`config.mk`:
```
export PLATFORM = sky130hd
export DESIGN_NAME = servo_status_packet_scanner
export DESIGN_NICKNAME = d
export VERILOG_FILES = /design/src/rtl/ssps_pkg.sv /design/src/rtl/ssps_ram.sv /design/src/rtl/ssps_datapath.sv /design/src/rtl/ssps_ctrl.sv /design/src/rtl/servo_status_packet_scanner.sv
export SDC_FILE = /design/constraint.sdc
export NUM_CORES = 1
export LEC_CHECK = 0
export BUFFER_PORTS_ARGS = -buffer_cell sky130_fd_sc_hd__buf_4
export CAP_MARGIN = 20
export CORE_ASPECT_RATIO = 1.75
export CORE_MARGIN = 5
export CORE_UTILIZATION = 57
export DETAILED_ROUTE_END_ITERATION = 7
export PLACE_DENSITY = 0.84
export SLEW_MARGIN = 5
export SYNTH_ARGS = -nofsm -noshare
export SYNTH_HDL_FRONTEND = slang
export SYNTH_HIERARCHICAL = 1
export SYNTH_SLANG_ARGS = --single-unit
```
`constraint.sdc`:
```
create_clock -name clock -period 4.7 [get_ports clock]
set_input_delay 0 -clock clock [delete_from_list [all_inputs] [get_ports clock]]
set_output_delay 0 -clock clock [all_outputs]
set_load 0.05 [all_outputs]
```
`src/rtl/ssps_pkg.sv`:
```
// ----------------------------------------------------------------------------
// Servo status packet scanner package
// Shared state, status code and control/status bundle types.
// ----------------------------------------------------------------------------
package ssps_pkg;

   localparam logic [7:0] HDR_BYTE = 8'hFF;
   localparam int MIN_BATCH = 6;

   typedef enum logic [1:0] {
      ST_FOUND     = 2'd0,
      ST_TIMEOUT   = 2'd1,
      ST_NOT_FOUND = 2'd2
   } status_code_type;

   typedef enum logic [2:0] {
      S_IDLE,
      S_BEGIN,
      S_READ,
      S_EVAL,
      S_DONE
   } state_type;

   // Commands from the controller to the datapath.
   typedef struct packed {
      logic store;
      logic start;
      logic read;
      logic next_idx;
      logic next_pos;
      logic clear_count;
   } ctrl_cmd_type;

   // Status from the datapath to the controller.
   typedef struct packed {
      logic short_batch;
      logic reject;
      logic found;
      logic last_pos;
   } dp_sts_type;

endpackage

```
`src/rtl/ssps_ram.sv`:
```
// ----------------------------------------------------------------------------
// Generic single-port-write RAM
// One write port and one read port with registered read data.
// ----------------------------------------------------------------------------
module ssps_ram #(
   parameter int WIDTH = 8,
   parameter int DEPTH = 128
) (
   input  logic                     clock,
   input  logic                     wr_en,
   input  logic [$clog2(DEPTH)-1:0] wr_addr,
   input  logic [WIDTH-1:0]         wr_data,
   input  logic                     rd_en,
   input  logic [$clog2(DEPTH)-1:0] rd_addr,
   output logic [WIDTH-1:0]         rd_data
);

   logic [WIDTH-1:0] mem_ff [DEPTH];
   logic [WIDTH-1:0] rd_data_ff;

   always_ff @(posedge clock) begin
      if (wr_en) begin
         mem_ff[wr_addr] <= wr_data;
      end
      if (rd_en) begin
         rd_data_ff <= mem_ff[rd_addr];
      end
   end

   assign rd_data = rd_data_ff;

endmodule

```
`src/rtl/ssps_datapath.sv`:
```
// ----------------------------------------------------------------------------
// Servo status packet scanner datapath
// Byte store, fill count, scan offset and packet field checks.
// ----------------------------------------------------------------------------
module ssps_datapath
   import ssps_pkg::*;
#(
   parameter int DEPTH = 128
) (
   input  logic         clock,
   input  logic         reset,
   input  ctrl_cmd_type cmd,
   output dp_sts_type   sts,
   input  logic [7:0]   req_rx_byte,
   input  logic [7:0]   req_servo_id
);

   localparam int AW = $clog2(DEPTH);
   localparam int CW = $clog2(DEPTH + 1);
   localparam int SW = ((CW > 9) ? CW : 9) + 1;
   localparam int IW = 9;

   logic [CW-1:0] count_ff, count_in;
   logic [CW-1:0] pos_ff, pos_in;
   logic [IW-1:0] idx_ff, idx_in;
   logic [7:0]    id_ff, id_in;
   logic [7:0]    len_ff, len_in;
   logic          err_nz_ff, err_nz_in;
   logic [7:0]    total_ff, total_in;

   logic          wr_en;
   logic [AW-1:0] rd_addr;
   logic [7:0]    rd_data;
   logic [SW-1:0] addr_sum;
   logic [SW-1:0] pkt_end;
   logic [IW-1:0] chk_idx;

   ssps_ram #(
      .WIDTH (8),
      .DEPTH (DEPTH)
   ) u_store (
      .clock   (clock),
      .wr_en   (wr_en),
      .wr_addr (count_ff[AW-1:0]),
      .wr_data (req_rx_byte),
      .rd_en   (cmd.read),
      .rd_addr (rd_addr),
      .rd_data (rd_data)
   );

   always_comb begin
      wr_en    = cmd.store && (count_ff < CW'(DEPTH));
      addr_sum = SW'(pos_ff) + SW'(idx_ff);
      rd_addr  = addr_sum[AW-1:0];
      pkt_end  = SW'(pos_ff) + SW'(rd_data) + SW'(4);
      chk_idx  = IW'(len_ff) + IW'(3);

      sts.short_batch = count_ff < CW'(MIN_BATCH);
      sts.last_pos    = (SW'(pos_ff) + SW'(MIN_BATCH + 1)) > SW'(count_ff);
      sts.found       = 1'b0;
      sts.reject      = 1'b0;
      if (idx_ff < IW'(2)) begin
         sts.reject = rd_data != HDR_BYTE;
      end else if (idx_ff == IW'(2)) begin
         sts.reject = rd_data != id_ff;
      end else if (idx_ff == IW'(3)) begin
         sts.reject = (rd_data < 8'd2) || (pkt_end > SW'(count_ff));
      end else if (idx_ff == chk_idx) begin
         sts.found  = (rd_data == ~total_ff) && !err_nz_ff;
         sts.reject = !sts.found;
      end

      count_in  = count_ff;
      pos_in    = pos_ff;
      idx_in    = idx_ff;
      id_in     = id_ff;
      len_in    = len_ff;
      err_nz_in = err_nz_ff;
      total_in  = total_ff;

      if (wr_en) begin
         count_in = count_ff + CW'(1);
      end
      if (cmd.clear_count) begin
         count_in = '0;
      end
      if (cmd.start) begin
         pos_in = '0;
         idx_in = '0;
         id_in  = req_servo_id;
      end
      if (cmd.next_pos) begin
         pos_in = pos_ff + CW'(1);
         idx_in = '0;
      end
      if (cmd.next_idx) begin
         idx_in   = idx_ff + IW'(1);
         // The checksum runs from the id byte through the last parameter.
         total_in = (idx_ff == IW'(2)) ? rd_data : total_ff + rd_data;
         if (idx_ff == IW'(3)) begin
            len_in = rd_data;
         end
         if (idx_ff == IW'(4)) begin
            err_nz_in = rd_data != 8'd0;
         end
      end
   end

   always_ff @(posedge clock) begin
      if (reset) begin
         count_ff <= '0;
      end else begin
         count_ff <= count_in;
      end
      pos_ff    <= pos_in;
      idx_ff    <= idx_in;
      id_ff     <= id_in;
      len_ff    <= len_in;
      err_nz_ff <= err_nz_in;
      total_ff  <= total_in;
   end

   a_count_bound : assert property (@(posedge clock) disable iff (reset)
      count_ff <= CW'(DEPTH))
      else $error("byte count exceeds store depth");

   a_found_no_err : assert property (@(posedge clock) disable iff (reset)
      sts.found |-> !err_nz_ff && !sts.reject)
      else $error("packet accepted with error byte set");

endmodule

```
`src/rtl/ssps_ctrl.sv`:
```
// ----------------------------------------------------------------------------
// Servo status packet scanner controller
// Request handshake, scan sequencing and the result register.
// ----------------------------------------------------------------------------
module ssps_ctrl
   import ssps_pkg::*;
(
   input  logic         clock,
   input  logic         reset,
   input  logic         req_valid,
   output logic         req_ready,
   input  logic         req_byte_present,
   input  logic         req_batch_end,
   output logic         rsp_valid,
   input  logic         rsp_ready,
   output logic [1:0]   rsp_status,
   output ctrl_cmd_type cmd,
   input  dp_sts_type   sts
);

   state_type       state_ff, state_in;
   status_code_type result_ff, result_in;
   status_code_type status_ff, status_in;
   logic            rsp_valid_ff, rsp_valid_in;

   always_ff @(posedge clock) begin
      if (reset) begin
         state_ff     <= S_IDLE;
         rsp_valid_ff <= 1'b0;
      end else begin
         state_ff     <= state_in;
         rsp_valid_ff <= rsp_valid_in;
      end
      result_ff <= result_in;
      status_ff <= status_in;
   end

   always_comb begin
      state_in     = state_ff;
      result_in    = result_ff;
      status_in    = status_ff;
      rsp_valid_in = rsp_valid_ff && !rsp_ready;
      req_ready    = 1'b0;
      cmd          = '0;

      unique case (state_ff)
         S_IDLE: begin
            req_ready = 1'b1;
            if (req_valid) begin
               cmd.store = req_byte_present;
               if (req_batch_end) begin
                  cmd.start = 1'b1;
                  state_in  = S_BEGIN;
               end
            end
         end
         S_BEGIN: begin
            if (sts.short_batch) begin
               result_in = ST_TIMEOUT;
               state_in  = S_DONE;
            end else begin
               state_in = S_READ;
            end
         end
         S_READ: begin
            cmd.read = 1'b1;
            state_in = S_EVAL;
         end
         S_EVAL: begin
            if (sts.found) begin
               result_in = ST_FOUND;
               state_in  = S_DONE;
            end else if (sts.reject) begin
               if (sts.last_pos) begin
                  result_in = ST_NOT_FOUND;
                  state_in  = S_DONE;
               end else begin
                  cmd.next_pos = 1'b1;
                  state_in     = S_READ;
               end
            end else begin
               cmd.next_idx = 1'b1;
               state_in     = S_READ;
            end
         end
         S_DONE: begin
            // Wait for the result register to free up before posting.
            if (!rsp_valid_ff || rsp_ready) begin
               rsp_valid_in    = 1'b1;
               status_in       = result_ff;
               cmd.clear_count = 1'b1;
               state_in        = S_IDLE;
            end
         end
         default: begin
            state_in = S_IDLE;
         end
      endcase
   end

   assign rsp_valid  = rsp_valid_ff;
   assign rsp_status = status_ff;

   a_end_starts_scan : assert property (@(posedge clock) disable iff (reset)
      (req_valid && req_ready && req_batch_end) |=> state_ff == S_BEGIN)
      else $error("batch end did not start a scan");

   a_post_from_done : assert property (@(posedge clock) disable iff (reset)
      $rose(rsp_valid_ff) |-> $past(state_ff) == S_DONE)
      else $error("response posted outside the done state");

   a_no_overwrite : assert property (@(posedge clock) disable iff (reset)
      (rsp_valid_ff && !rsp_ready) |=> $stable(status_ff))
      else $error("pending response overwritten");

endmodule

```
`src/rtl/servo_status_packet_scanner.sv`:
```
// ----------------------------------------------------------------------------
// Servo status packet scanner
// Collects a batch of received bytes and searches it for a status packet.
// ----------------------------------------------------------------------------
// Each request carries at most one byte; bytes are stored one per cycle while
// the scanner is idle, and bytes beyond BUFFER_DEPTH are dropped. A request
// with batch_end set closes the batch after its own byte is stored, and
// starts the scan with the id in servo_id. The scan reads the byte store
// through its single read port: each byte is first addressed in the RAM,
// then checked. Every start offset that leaves room for a minimum-length
// packet is tried in turn, and a candidate packet reads at most length+4
// bytes. The response becomes valid in the same cycle that the scanner
// returns to idle and takes requests again. During the scan no request is
// accepted. Exactly one response, status found/timeout/not found, is produced
// per batch end; it is held in an output register until taken, and new bytes
// are accepted while it waits. A stalled response holds off the result of the
// next scan, and the requests behind it. Reset empties the batch and drops
// any pending response.
// ----------------------------------------------------------------------------
module servo_status_packet_scanner
   import ssps_pkg::*;
#(
   parameter int BUFFER_DEPTH = 128
) (
   input  logic       clock,
   input  logic       reset,
   input  logic       req_valid,
   output logic       req_ready,
   input  logic [7:0] req_rx_byte,
   input  logic       req_byte_present,
   input  logic       req_batch_end,
   input  logic [7:0] req_servo_id,
   output logic       rsp_valid,
   input  logic       rsp_ready,
   output logic [1:0] rsp_status
);

   ctrl_cmd_type cmd;
   dp_sts_type   sts;

   ssps_ctrl u_ctrl (
      .clock            (clock),
      .reset            (reset),
      .req_valid        (req_valid),
      .req_ready        (req_ready),
      .req_byte_present (req_byte_present),
      .req_batch_end    (req_batch_end),
      .rsp_valid        (rsp_valid),
      .rsp_ready        (rsp_ready),
      .rsp_status       (rsp_status),
      .cmd              (cmd),
      .sts              (sts)
   );

   ssps_datapath #(
      .DEPTH (BUFFER_DEPTH)
   ) u_datapath (
      .clock        (clock),
      .reset        (reset),
      .cmd          (cmd),
      .sts          (sts),
      .req_rx_byte  (req_rx_byte),
      .req_servo_id (req_servo_id)
   );

endmodule
```
After elaboration in Yosys (flattened, before gate mapping) --
Memories as Yosys holds them, arrays and structs flattened. A register that Yosys moved wholly into a read port is not among the register bits. Cells that the tools add are included.
Word-level totals: register bits after elaboration 58, RAM bits 1024, memories kept 1
Memory list:
- u_datapath.u_store.mem_ff | depth 128, bits a word 8, read ports 1, clocked after memory_dff 1, write ports 1, RTL line ssps_ram.sv:18 | logic [WIDTH-1:0] mem_ff [DEPTH];
Cells by class: add/subtract/negate cells 9, order comparisons 6, equality and inequality tests 17, muxes and demuxes 42, bitwise operators 1, reductions and logical operators 20
Operator list (count):
- $mux 9 | 3
- $mux 8 | 3
- $mux 3 | 7
- $gt 10x8->1 | 2
- $eq 9x2->1 const B | 2
- $mux 1 | 18
- $mux 2 | 9
- $add 8x1->8 const B | 2
- $pmux 3 s5 | 1
- $add 10x3->10 const B | 1
- $add 8x2->9 const B | 1
- $add 8x3->9 const B | 1
- $add 8x8->9 | 1
- $add 9x1->9 const B | 1
- $eq 9x3->1 const B | 1
- $eq 9x9->1 | 1
- $lt 9x2->1 const B | 1
- $add 8x8->8 | 1
- $eq 8x8->1 | 1
- $lt 8x2->1 const B | 1
- $lt 8x3->1 const B | 1
- $lt 8x8->1 const B | 1
- $ne 8x8->1 | 1
- $ne 8x8->1 const B | 1
- 20 further kinds | 33

Longest topological paths before layout --
Gate-level depths: netlist of the first run.
word-level depth 13, mapped depth 20

Hierarchy --
Netlist of the first run, hierarchy kept.
Modules (own cells, without submodules):
- ssps_ram | times used 1, cells each 1635, area each 39745.6 um^2
- ssps_datapath | times used 1, cells each 427, area each 4111.4 um^2
- ssps_ctrl | times used 1, cells each 37, area each 394.1 um^2

Least setup slack after synthesis of the first run --
OpenSTA, ideal clock, no wires.
kind reg-to-reg, start point reg u_datapath.pos_ff[2], end point reg u_datapath.len_ff[0] (enable), arrival time 4247 ps, data required time 4390 ps, slack 143 ps, cell stages (with the launch flop) 20, buffers on the path 2, period minus slack after synthesis 4557 ps, path through edfxtp_1 > clkbuf_1 > inv_1 > ha_1 > inv_1 > ha_1 > a211oi_1 > nor2_1 > o21a_1 > nor2_1 > xnor2_1 > ha_1 > a211oi_1 > o21ai_0 > a21oi_1 > o2111a_1 > o211ai_1 > nor3_1 > clkbuf_1 > and3_2
RTL lines:
- start: declaration | RTL line ssps_datapath.sv:24 | logic [CW-1:0] pos_ff, pos_in;
- start signal: assignment | RTL line ssps_datapath.sv:115 | pos_ff <= pos_in;
- end signal: assignment | RTL line ssps_datapath.sv:118 | len_ff <= len_in;
- end: declaration | RTL line ssps_datapath.sv:27 | logic [7:0] len_ff, len_in;

Worst setup path after layout of the first run --
start point reg u_datapath.idx_ff[1], end point reg u_datapath.u_store.rd_data_ff[4] (netlist: u_datapath/u_store/rd_data[4]), read port of u_datapath.u_store.mem_ff (data pin)
Between the ends: word-level cells in the longest chain between the ends 1
Ends and longest elaborated chain:
- start: declaration | RTL line ssps_datapath.sv:25 | logic [IW-1:0] idx_ff, idx_in;
- start signal: assignment | RTL line ssps_datapath.sv:116 | idx_ff <= idx_in;
- $add 7x7->7 | RTL line ssps_datapath.sv:53 | addr_sum = SW'(pos_ff) + SW'(idx_ff);
- net u_datapath.addr_sum[2] | RTL line ssps_datapath.sv:34 | logic [SW-1:0] addr_sum;
- end: declaration | RTL line ssps_ram.sv:19 | logic [WIDTH-1:0] rd_data_ff;
The timed path passes the listed nets, and every way through them passes these cells. A chain may end at the register's enable or synchronous reset.

==> impl_metrics.xml, run 1 <==
<?xml version="1.0" encoding="UTF-8"?>
<metrics>
  <group name="clock_network">
    <metric name="cts.root.buffer_cell" unit="">clkbuf_16</metric>
    <metric name="clk_transition_reported_paths" unit="ps">70</metric>
    <metric name="numCtsBuffers" unit="">87</metric>
    <metric name="cts-root-to-sink-buffers" unit="">3</metric>
    <metric name="cts_tree" unit="">yes</metric>
    <metric name="htree_num_levels" unit="">3</metric>
    <metric name="clock_insertion_delay_worst_skew" unit="ps">690</metric>
    <metric name="cts_sinks" unit="">1090</metric>
    <metric name="cts_setup_buffers" unit="">0</metric>
  </group>
  <group name="status">
    <metric name="status" unit="">finished clean</metric>
  </group>
  <group name="power_and_ir_drop">
    <metric name="vdd_drop_max" unit="µV">293</metric>
    <metric name="power_leakage" unit="µW">0.0154</metric>
    <metric name="powerDensity" unit="nW/µm²">406</metric>
  </group>
  <group name="final_layout">
    <metric name="finish.cell_count_without_fillers" unit="">3310</metric>
    <metric name="mostFrequentLayoutCells" unit="">1,078 x edfxtp_1, 336 x mux4_2, 158 x nor2_1, 89 x clkbuf_16, 85 x buf_4</metric>
    <metric name="layout.cells.most_common" unit="">edfxtp_1</metric>
    <metric name="fillers" unit="">4661</metric>
    <metric name="fraction_of_final_layout_cells_sized_beyond_drive_strength_1" unit="%">26.7</metric>
    <metric name="areaGrowthSynthToFinish" unit="%">11.3</metric>
    <metric name="nets" unit="">2288</metric>
  </group>
  <group name="route">
    <metric name="detailedRoute.firstPassIterationCount" unit="">6</metric>
    <metric name="first_iter_violations" unit="">3733</metric>
    <metric name="num_vias" unit="">23300</metric>
    <metric name="wire_length_after_detailed_routing" unit="mm">121</metric>
    <metric name="route.detailed.vias_per_inst" unit="">7.03</metric>
    <metric name="detail_route.drc_violations" unit="">0</metric>
    <metric name="routed_wire_length_per_instance" unit="µm">36.5</metric>
    <metric name="route.antenna.remaining_nets" unit="">0</metric>
  </group>
  <group name="placement">
    <metric name="place.port_buffers" unit="">25</metric>
    <metric name="half_perimeter_wire_length_after_placement" unit="mm">67.6</metric>
    <metric name="gp_weighted_congestion" unit="">0.920</metric>
    <metric name="placed_cells" unit="">3123</metric>
  </group>
  <group name="worst_setup_path">
    <metric name="regToRegSetupSlack" unit="ps">310</metric>
    <metric name="worstSetupStartpointType" unit="">flip-flop</metric>
    <metric name="worstPathArrival" unit="ps">4800</metric>
    <metric name="worst_setup_path_end_kind" unit="">flip-flop</metric>
    <metric name="critPathMaxFanout" unit="">30</metric>
    <metric name="ff2ff_path_depth" unit="">9</metric>
    <metric name="worstPathRequired" unit="ps">5110</metric>
    <metric name="path_class" unit="">flip-flop to flip-flop</metric>
  </group>
  <group name="global_routing">
    <metric name="grt_pass1_wl" unit="mm">174</metric>
    <metric name="vias_in_the_first_global_route" unit="">24100</metric>
    <metric name="grt_start_max_net_pins" unit="">83</metric>
    <metric name="initial_antenna_violation_count" unit="">4</metric>
    <metric name="grt_overflow" unit="">0</metric>
    <metric name="grt_util_all_layers" unit="%">29.6</metric>
  </group>
  <group name="job">
    <metric name="drv_cap" unit="">0</metric>
  </group>
  <group name="synth">
    <metric name="synth_sequential_area_ratio" unit="%">73.7</metric>
    <metric name="number_of_nets_in_the_synthesized_netlist" unit="">2175</metric>
    <metric name="synthCells" unit="">2099</metric>
    <metric name="flops_latches_synth" unit="">1090</metric>
    <metric name="cell_area_after_technology_mapping" unit="µm²">44300</metric>
    <metric name="synth_ff_type" unit="">edfxtp_1</metric>
    <metric name="ys_async_sr_fraction" unit="%">0</metric>
    <metric name="synth_edf_count" unit="">1078</metric>
    <metric name="synth.lib_cells_used.distinct" unit="">65</metric>
    <metric name="yosys_warnings" unit="">6</metric>
    <metric name="post_syn_area_per_cell" unit="µm²">21.1</metric>
  </group>
  <group name="sta">
    <metric name="min_period" unit="ps">4390</metric>
    <metric name="fmax" unit="MHz">228</metric>
    <metric name="min_period_over_period" unit="%">93.4</metric>
    <metric name="skew" unit="ps">26.5</metric>
    <metric name="finalHoldViolCount" unit="">0</metric>
    <metric name="worst_slew_margin_rel" unit="%">20.1</metric>
    <metric name="final_setup_fails" unit="">0</metric>
    <metric name="pins_over_slew_limit" unit="">0</metric>
    <metric name="fin_tns_setup" unit="ps">0</metric>
    <metric name="grt_setup_unrepaired" unit="">false</metric>
    <metric name="worstMarginPinSlew" unit="ps">1190</metric>
  </group>
  <group name="hold_path">
    <metric name="timing.hold.worst_path_depth" unit="">2</metric>
    <metric name="min-delay-path-class" unit="">input port to flip-flop</metric>
  </group>
  <group name="floorplan">
    <metric name="core.rowCount" unit="">135</metric>
    <metric name="die_area" unit="µm²">83500</metric>
    <metric name="fp.dieW" unit="µm">221</metric>
    <metric name="floorplan.die.height" unit="µm">379</metric>
    <metric name="initial_utilization" unit="%">57.3</metric>
    <metric name="coreArea" unit="µm²">77200</metric>
    <metric name="num_io_pins" unit="">26</metric>
  </group>
</metrics>
==> metrics by stage <==
step	hold slack [ps]	util (%)	power (µW)	worst slack (ps)	instance area [µm²]
floorplan	65.6	-	11800	143	44300
global placement	182	59.6	12400	391	46000
detailed placement	180	59.7	12400	209	46100
CTS	33.9	63.7	19900	158	49200
global route	47.9	63.8	20500	53.2	49200
finish	42.4	63.8	20000	311	49200
==> report_power, final <==
| part | internal (µW) | switching (µW) | total (µW) |
|---|---|---|---|
| sequential | 10700 | 19.2 | 10700 |
| combinational | 682 | 935 | 1620 |
| clock | 4160 | 3530 | 7680 |
| total | 15500 | 4480 | 20000 |
==> cell usage after synthesis (5+ instances only) <==
library cell,n,area share [%]
xnor2_1,36,0.71
edfxtp_1,1078,73
or3_1,9,0.13
and2_1,12,0.17
ha_1,51,1.4
mux4_2,336,17
nor3_1,17,0.19
a21o_1,8,0.14
nor2_1,159,1.3
and3_1,5,0.071
dfxtp_1,12,0.54
inv_1,33,0.28
nand2_1,32,0.27
clkbuf_1,53,0.45
o21a_1,8,0.14
o31ai_1,5,0.085
buf_4,11,0.19
buf_2,19,0.21
mux2_2,9,0.23
xor2_1,13,0.26
a21boi_0,5,0.085
a211oi_1,6,0.10
nand4_1,19,0.27
buf_1,18,0.15
nand3_1,25,0.28
o21ai_0,24,0.27
nor2b_1,20,0.28
a21oi_1,17,0.19
==> path summary, 6_finish.rpt <==
path,startpoint,end
worst min-delay path,req_servo_id[7],u_datapath/id_ff[7]$_DFFE_PP_
worst max-delay path,u_datapath/idx_ff[1]$_SDFFCE_PN0P_,u_datapath/u_store/rd_data[4]$_DFFE_PP_
worst min register to register,u_ctrl/result_ff[1]$_SDFFCE_PN0P_,u_ctrl/rsp_status[1]$_DFFE_PP_
worst max register to register,u_datapath/idx_ff[1]$_SDFFCE_PN0P_,u_datapath/u_store/rd_data[4]$_DFFE_PP_
==> layer usage <==
layer  routed length [µm]  global-route usage (%)  share of wire (%)  vias to the layer above
met2                61900                    50.4                 51                     2060
met1                34900                    32.6                 29                    11700
met3                11800                    5.84                9.8                      545
met5                   13                       0              0.011                        -
met4                12100                    22.1                 10                        2
li1                     -                       -                  -                     8911
==> worst max-delay path, cell delays in order, from the launching register on <==
cell	delay [ps]
edfxtp_1	530
inv_1	180
fa_1	480
xnor2_2	250
buf_12	280
buf_4	470
mux4_2	440
mux4_2	570
mux4_2	570
mux2_2	320
==> cell type report <==
cell class,count,area [µm²],area share (%)
sequential,1090,32600,66.2
multi-input combinational,873,11100,22.5
clock buffer,96,2250,4.58
tap,1027,1280,2.61
timing repair buffer,127,1190,2.42
clock inverter,63,677,1.37
inverter,33,126,0.257
antenna,1,2.50,0.00508
==> state kept, by name, indices dropped and copies added (netlist names) <==
name                        flops
u_datapath/id_ff                8
u_datapath/u_store/mem_ff    1024
u_datapath/pos_ff               8
u_datapath/count_ff             8
u_datapath/total_ff             8
u_datapath/err_nz_ff            1
u_datapath/u_store/rd_data      8
u_ctrl/state_ff                 3
u_ctrl/result_ff                2
u_datapath/len_ff               8
u_ctrl/rsp_status               2
u_ctrl/rsp_valid                1
u_datapath/idx_ff               9
==> kinds of logic after synthesis <==
family | Yosys count | share of synthesized area, %
AOI/OAI and AO/OA | 94 | 1.40
xor gates and xnor gates | 49 | 0.970
adders and majority gates | 54 | 1.58
buffers and inverters | 136 | 1.34
DFF | 1090 | 73.7
muxes | 346 | 17.4
and+or+nand+nor | 330 | 3.66
==> timing repair <==
action                                  4_1_cts  5_1_grt
resized for setup                             0        1
hold endpoints to repair                    490        0
hold buffers                                 22        0
endpoints found under the setup margin        0        9
No activity file was read; power rests on OpenSTA's default activity.
==> run 2: changes to the inputs <==
CORE_UTILIZATION = 50   (was 57)
PLACE_DENSITY = 0.76   (was 0.84)
==> impl_metrics.xml, run 2 (same netlist as run 1, synthesis figures left out) <==
<?xml version="1.0" encoding="UTF-8"?>
<metrics>
  <group name="status">
    <metric name="status" unit="">finished clean</metric>
  </group>
  <group name="hold_path">
    <metric name="holdPathEnd" unit="">u_datapath/id_ff[7]$_DFFE_PP_</metric>
    <metric name="min-delay-path-class" unit="">input port to flip-flop</metric>
    <metric name="hold_path_startpoint" unit="">req_servo_id[7]</metric>
    <metric name="timing.hold.worst_path_depth" unit="">2</metric>
  </group>
  <group name="clock_network">
    <metric name="numCtsBuffers" unit="">88</metric>
    <metric name="cts_sinks" unit="">1090</metric>
    <metric name="cts-root-to-sink-buffers" unit="">3</metric>
    <metric name="cts_tree" unit="">yes</metric>
    <metric name="clock_insertion_delay_worst_skew" unit="ps">700</metric>
    <metric name="cts_setup_buffers" unit="">0</metric>
    <metric name="clk_transition_reported_paths" unit="ps">70</metric>
    <metric name="cts.root.buffer_cell" unit="">clkbuf_16</metric>
    <metric name="htree_num_levels" unit="">3</metric>
  </group>
  <group name="sta">
    <metric name="fin_tns_setup" unit="ps">0</metric>
    <metric name="pins_over_slew_limit" unit="">0</metric>
    <metric name="postLayoutSetupSlackWorst" unit="ps">365</metric>
    <metric name="finalHoldViolCount" unit="">0</metric>
    <metric name="min_period_over_period" unit="%">92.2</metric>
    <metric name="grt_setup_unrepaired" unit="">false</metric>
    <metric name="fmax" unit="MHz">231</metric>
    <metric name="worst_slew_margin_rel" unit="%">25.6</metric>
    <metric name="final_setup_fails" unit="">0</metric>
    <metric name="worstMarginPinSlew" unit="ps">1110</metric>
    <metric name="skew" unit="ps">36.7</metric>
    <metric name="min_period" unit="ps">4330</metric>
  </group>
  <group name="worst_setup_path">
    <metric name="worstPathRequired" unit="ps">5040</metric>
    <metric name="worstSetupStartpointType" unit="">flip-flop</metric>
    <metric name="ff2ff_path_depth" unit="">18</metric>
    <metric name="worst_setup_path_end_kind" unit="">flip-flop</metric>
    <metric name="critPathMaxFanout" unit="">10</metric>
    <metric name="path_class" unit="">flip-flop to flip-flop</metric>
    <metric name="capture_point_of_the_worst_reg_to_reg_path" unit="">u_datapath/err_nz_ff$_DFFE_PP_</metric>
    <metric name="regToRegSetupSlack" unit="ps">370</metric>
    <metric name="worstPathArrival" unit="ps">4670</metric>
    <metric name="regToRegStartpoint" unit="">u_datapath/u_store/rd_data[1]$_DFFE_PP_</metric>
  </group>
  <group name="final_layout">
    <metric name="reg_top3" unit="">u_datapath/u_store/mem_ff (1024), u_datapath/idx_ff (9)</metric>
    <metric name="fillers" unit="">6290</metric>
    <metric name="finish.cell_count_without_fillers" unit="">3459</metric>
    <metric name="layout.cells.most_common" unit="">edfxtp_1</metric>
    <metric name="areaGrowthSynthToFinish" unit="%">11.9</metric>
    <metric name="postLayoutCoreUtil" unit="%">56.3</metric>
    <metric name="largest_reg_flops" unit="">1024</metric>
    <metric name="mostFrequentLayoutCells" unit="">1,078 x edfxtp_1, 336 x mux4_2, 158 x nor2_1, 90 x buf_4, 89 x clkbuf_16</metric>
    <metric name="nets" unit="">2292</metric>
    <metric name="fraction_of_final_layout_cells_sized_beyond_drive_strength_1" unit="%">26.9</metric>
    <metric name="registers.top_by_ff_count" unit="">u_datapath/u_store/mem_ff</metric>
  </group>
  <group name="route">
    <metric name="first_iter_violations" unit="">2148</metric>
    <metric name="num_vias" unit="">21600</metric>
    <metric name="route.detailed.vias_per_inst" unit="">6.24</metric>
    <metric name="detailedRoute.firstPassIterationCount" unit="">5</metric>
    <metric name="detail_route.drc_violations" unit="">0</metric>
    <metric name="wire_length_after_detailed_routing" unit="mm">103</metric>
    <metric name="route.antenna.remaining_nets" unit="">0</metric>
    <metric name="routed_wire_length_per_instance" unit="µm">29.6</metric>
  </group>
  <group name="floorplan">
    <metric name="num_io_pins" unit="">26</metric>
    <metric name="coreArea" unit="µm²">87900</metric>
    <metric name="floorplan.die.height" unit="µm">404</metric>
    <metric name="initial_utilization" unit="%">50.3</metric>
    <metric name="die_area" unit="µm²">94800</metric>
    <metric name="core.rowCount" unit="">144</metric>
    <metric name="fp.dieW" unit="µm">235</metric>
  </group>
  <group name="placement">
    <metric name="placement.setup.worst_slack" unit="ps">231</metric>
    <metric name="half_perimeter_wire_length_after_placement" unit="mm">63.9</metric>
    <metric name="placed_cells" unit="">3270</metric>
    <metric name="place.port_buffers" unit="">25</metric>
    <metric name="gp_weighted_congestion" unit="">0.903</metric>
  </group>
  <group name="global_routing">
    <metric name="vias_in_the_first_global_route" unit="">22800</metric>
    <metric name="grt_util_all_layers" unit="%">21.7</metric>
    <metric name="grt_overflow" unit="">0</metric>
    <metric name="initial_antenna_violation_count" unit="">2</metric>
    <metric name="grt_pass1_wl" unit="mm">153</metric>
    <metric name="grt_start_max_net_pins" unit="">97</metric>
  </group>
  <group name="power_and_ir_drop">
    <metric name="vdd_drop_max" unit="µV">309</metric>
    <metric name="power_leakage" unit="µW">0.0155</metric>
    <metric name="powerDensity" unit="nW/µm²">403</metric>
  </group>
  <group name="job">
    <metric name="drv_cap" unit="">0</metric>
  </group>
</metrics>
==> run 2: cell types whose count changed in the layout (fill, tap and decap cells not counted), moves of 2 or more <==
cell and change:
clkinv_2 +5, clkinv_16 +2, clkinvlp_4 -10, buf_4 +5, clkbuf_1 +2
==> run 2: final cells by class <==
class	count	area [µm²]	area share (%)
sequential	1090	32600	65.8
multi-input combinational	873	11100	22.4
clock buffer	98	2260	4.56
tap	1168	1460	2.95
timing repair buffer	130	1200	2.41
clock inverter	66	774	1.56
inverter	33	126	0.255
antenna	1	2.50	0.00505
==> run 2: timing repair <==
action / CTS / global route
hold buffers: 22 / 0
endpoints found under the hold margin: 481 / 0
setup endpoints to repair: 0 / 17
gates resized for setup: 0 / 1
==> run 2: worst max path at each step <==
stage | start | endpoint | slack [ps] | cells after the start
2_1_floorplan | u_datapath/pos_ff[2]$_SDFFCE_PN0P_ | u_datapath/len_ff[0]$_DFFE_PP_ | 140 | 19
3_3_place_gp | u_datapath/u_store/rd_data[2]$_DFFE_PP_ | u_datapath/idx_ff[7]$_SDFFCE_PN0P_ | 420 | 18
5_1_grt | u_datapath/u_store/rd_data[1]$_DFFE_PP_ | u_datapath/err_nz_ff$_DFFE_PP_ | 40 | 18
6_report | u_datapath/u_store/rd_data[1]$_DFFE_PP_ | u_datapath/err_nz_ff$_DFFE_PP_ | 370 | 18
4_1_cts | u_datapath/pos_ff[2]$_SDFFCE_PN0P_ | u_datapath/idx_ff[7]$_SDFFCE_PN0P_ | 220 | 18
3_5_place_dp | u_datapath/pos_ff[2]$_SDFFCE_PN0P_ | u_datapath/idx_ff[7]$_SDFFCE_PN0P_ | 230 | 18
==> run 2: critical path, stage by stage, from the launching register on <==
cell,delay (ps)
edfxtp_1,390
ha_1,300
ha_1,190
inv_1,70
fa_1,410
nor2b_1,180
o31a_1,180
a21oi_1,60
ha_1,300
a21o_1,180
a211oi_1,230
o21ai_0,110
a21oi_1,140
o2111a_1,250
o211ai_1,150
nor3_2,270
buf_4,200
nand3_1,100
nor4_1,280
==> run 2: metal layers <==
metal  wire length (µm)  GRT usage [%]  vias up  part of all wire, %
li1                   -              -     8946                    -
met1              34400           25.2    11400                   34
met2              55700           39.0     1004                   54
met3               6540           3.56      238                  6.4
met4               5850           10.8        2                  5.7
met5                 13              0        -                0.013
==> run 2: where the power goes <==
group	switching, µW	internal, µW	total [µW]
Combinational	862	676	1540
Clock	3480	4250	7730
Sequential	16.7	10700	10700
Total	4360	15600	20000
==> run 2: stage by stage <==
stage,hold slack [ps],power [µW],cell area [µm²]
2_1_floorplan,65.6,11800,44300
3_3_place_gp,181,12400,46200
3_5_place_dp,180,12400,46300
4_1_cts,9.86,20100,49500
5_1_grt,28.6,20600,49500
6_report,40.2,20000,49500
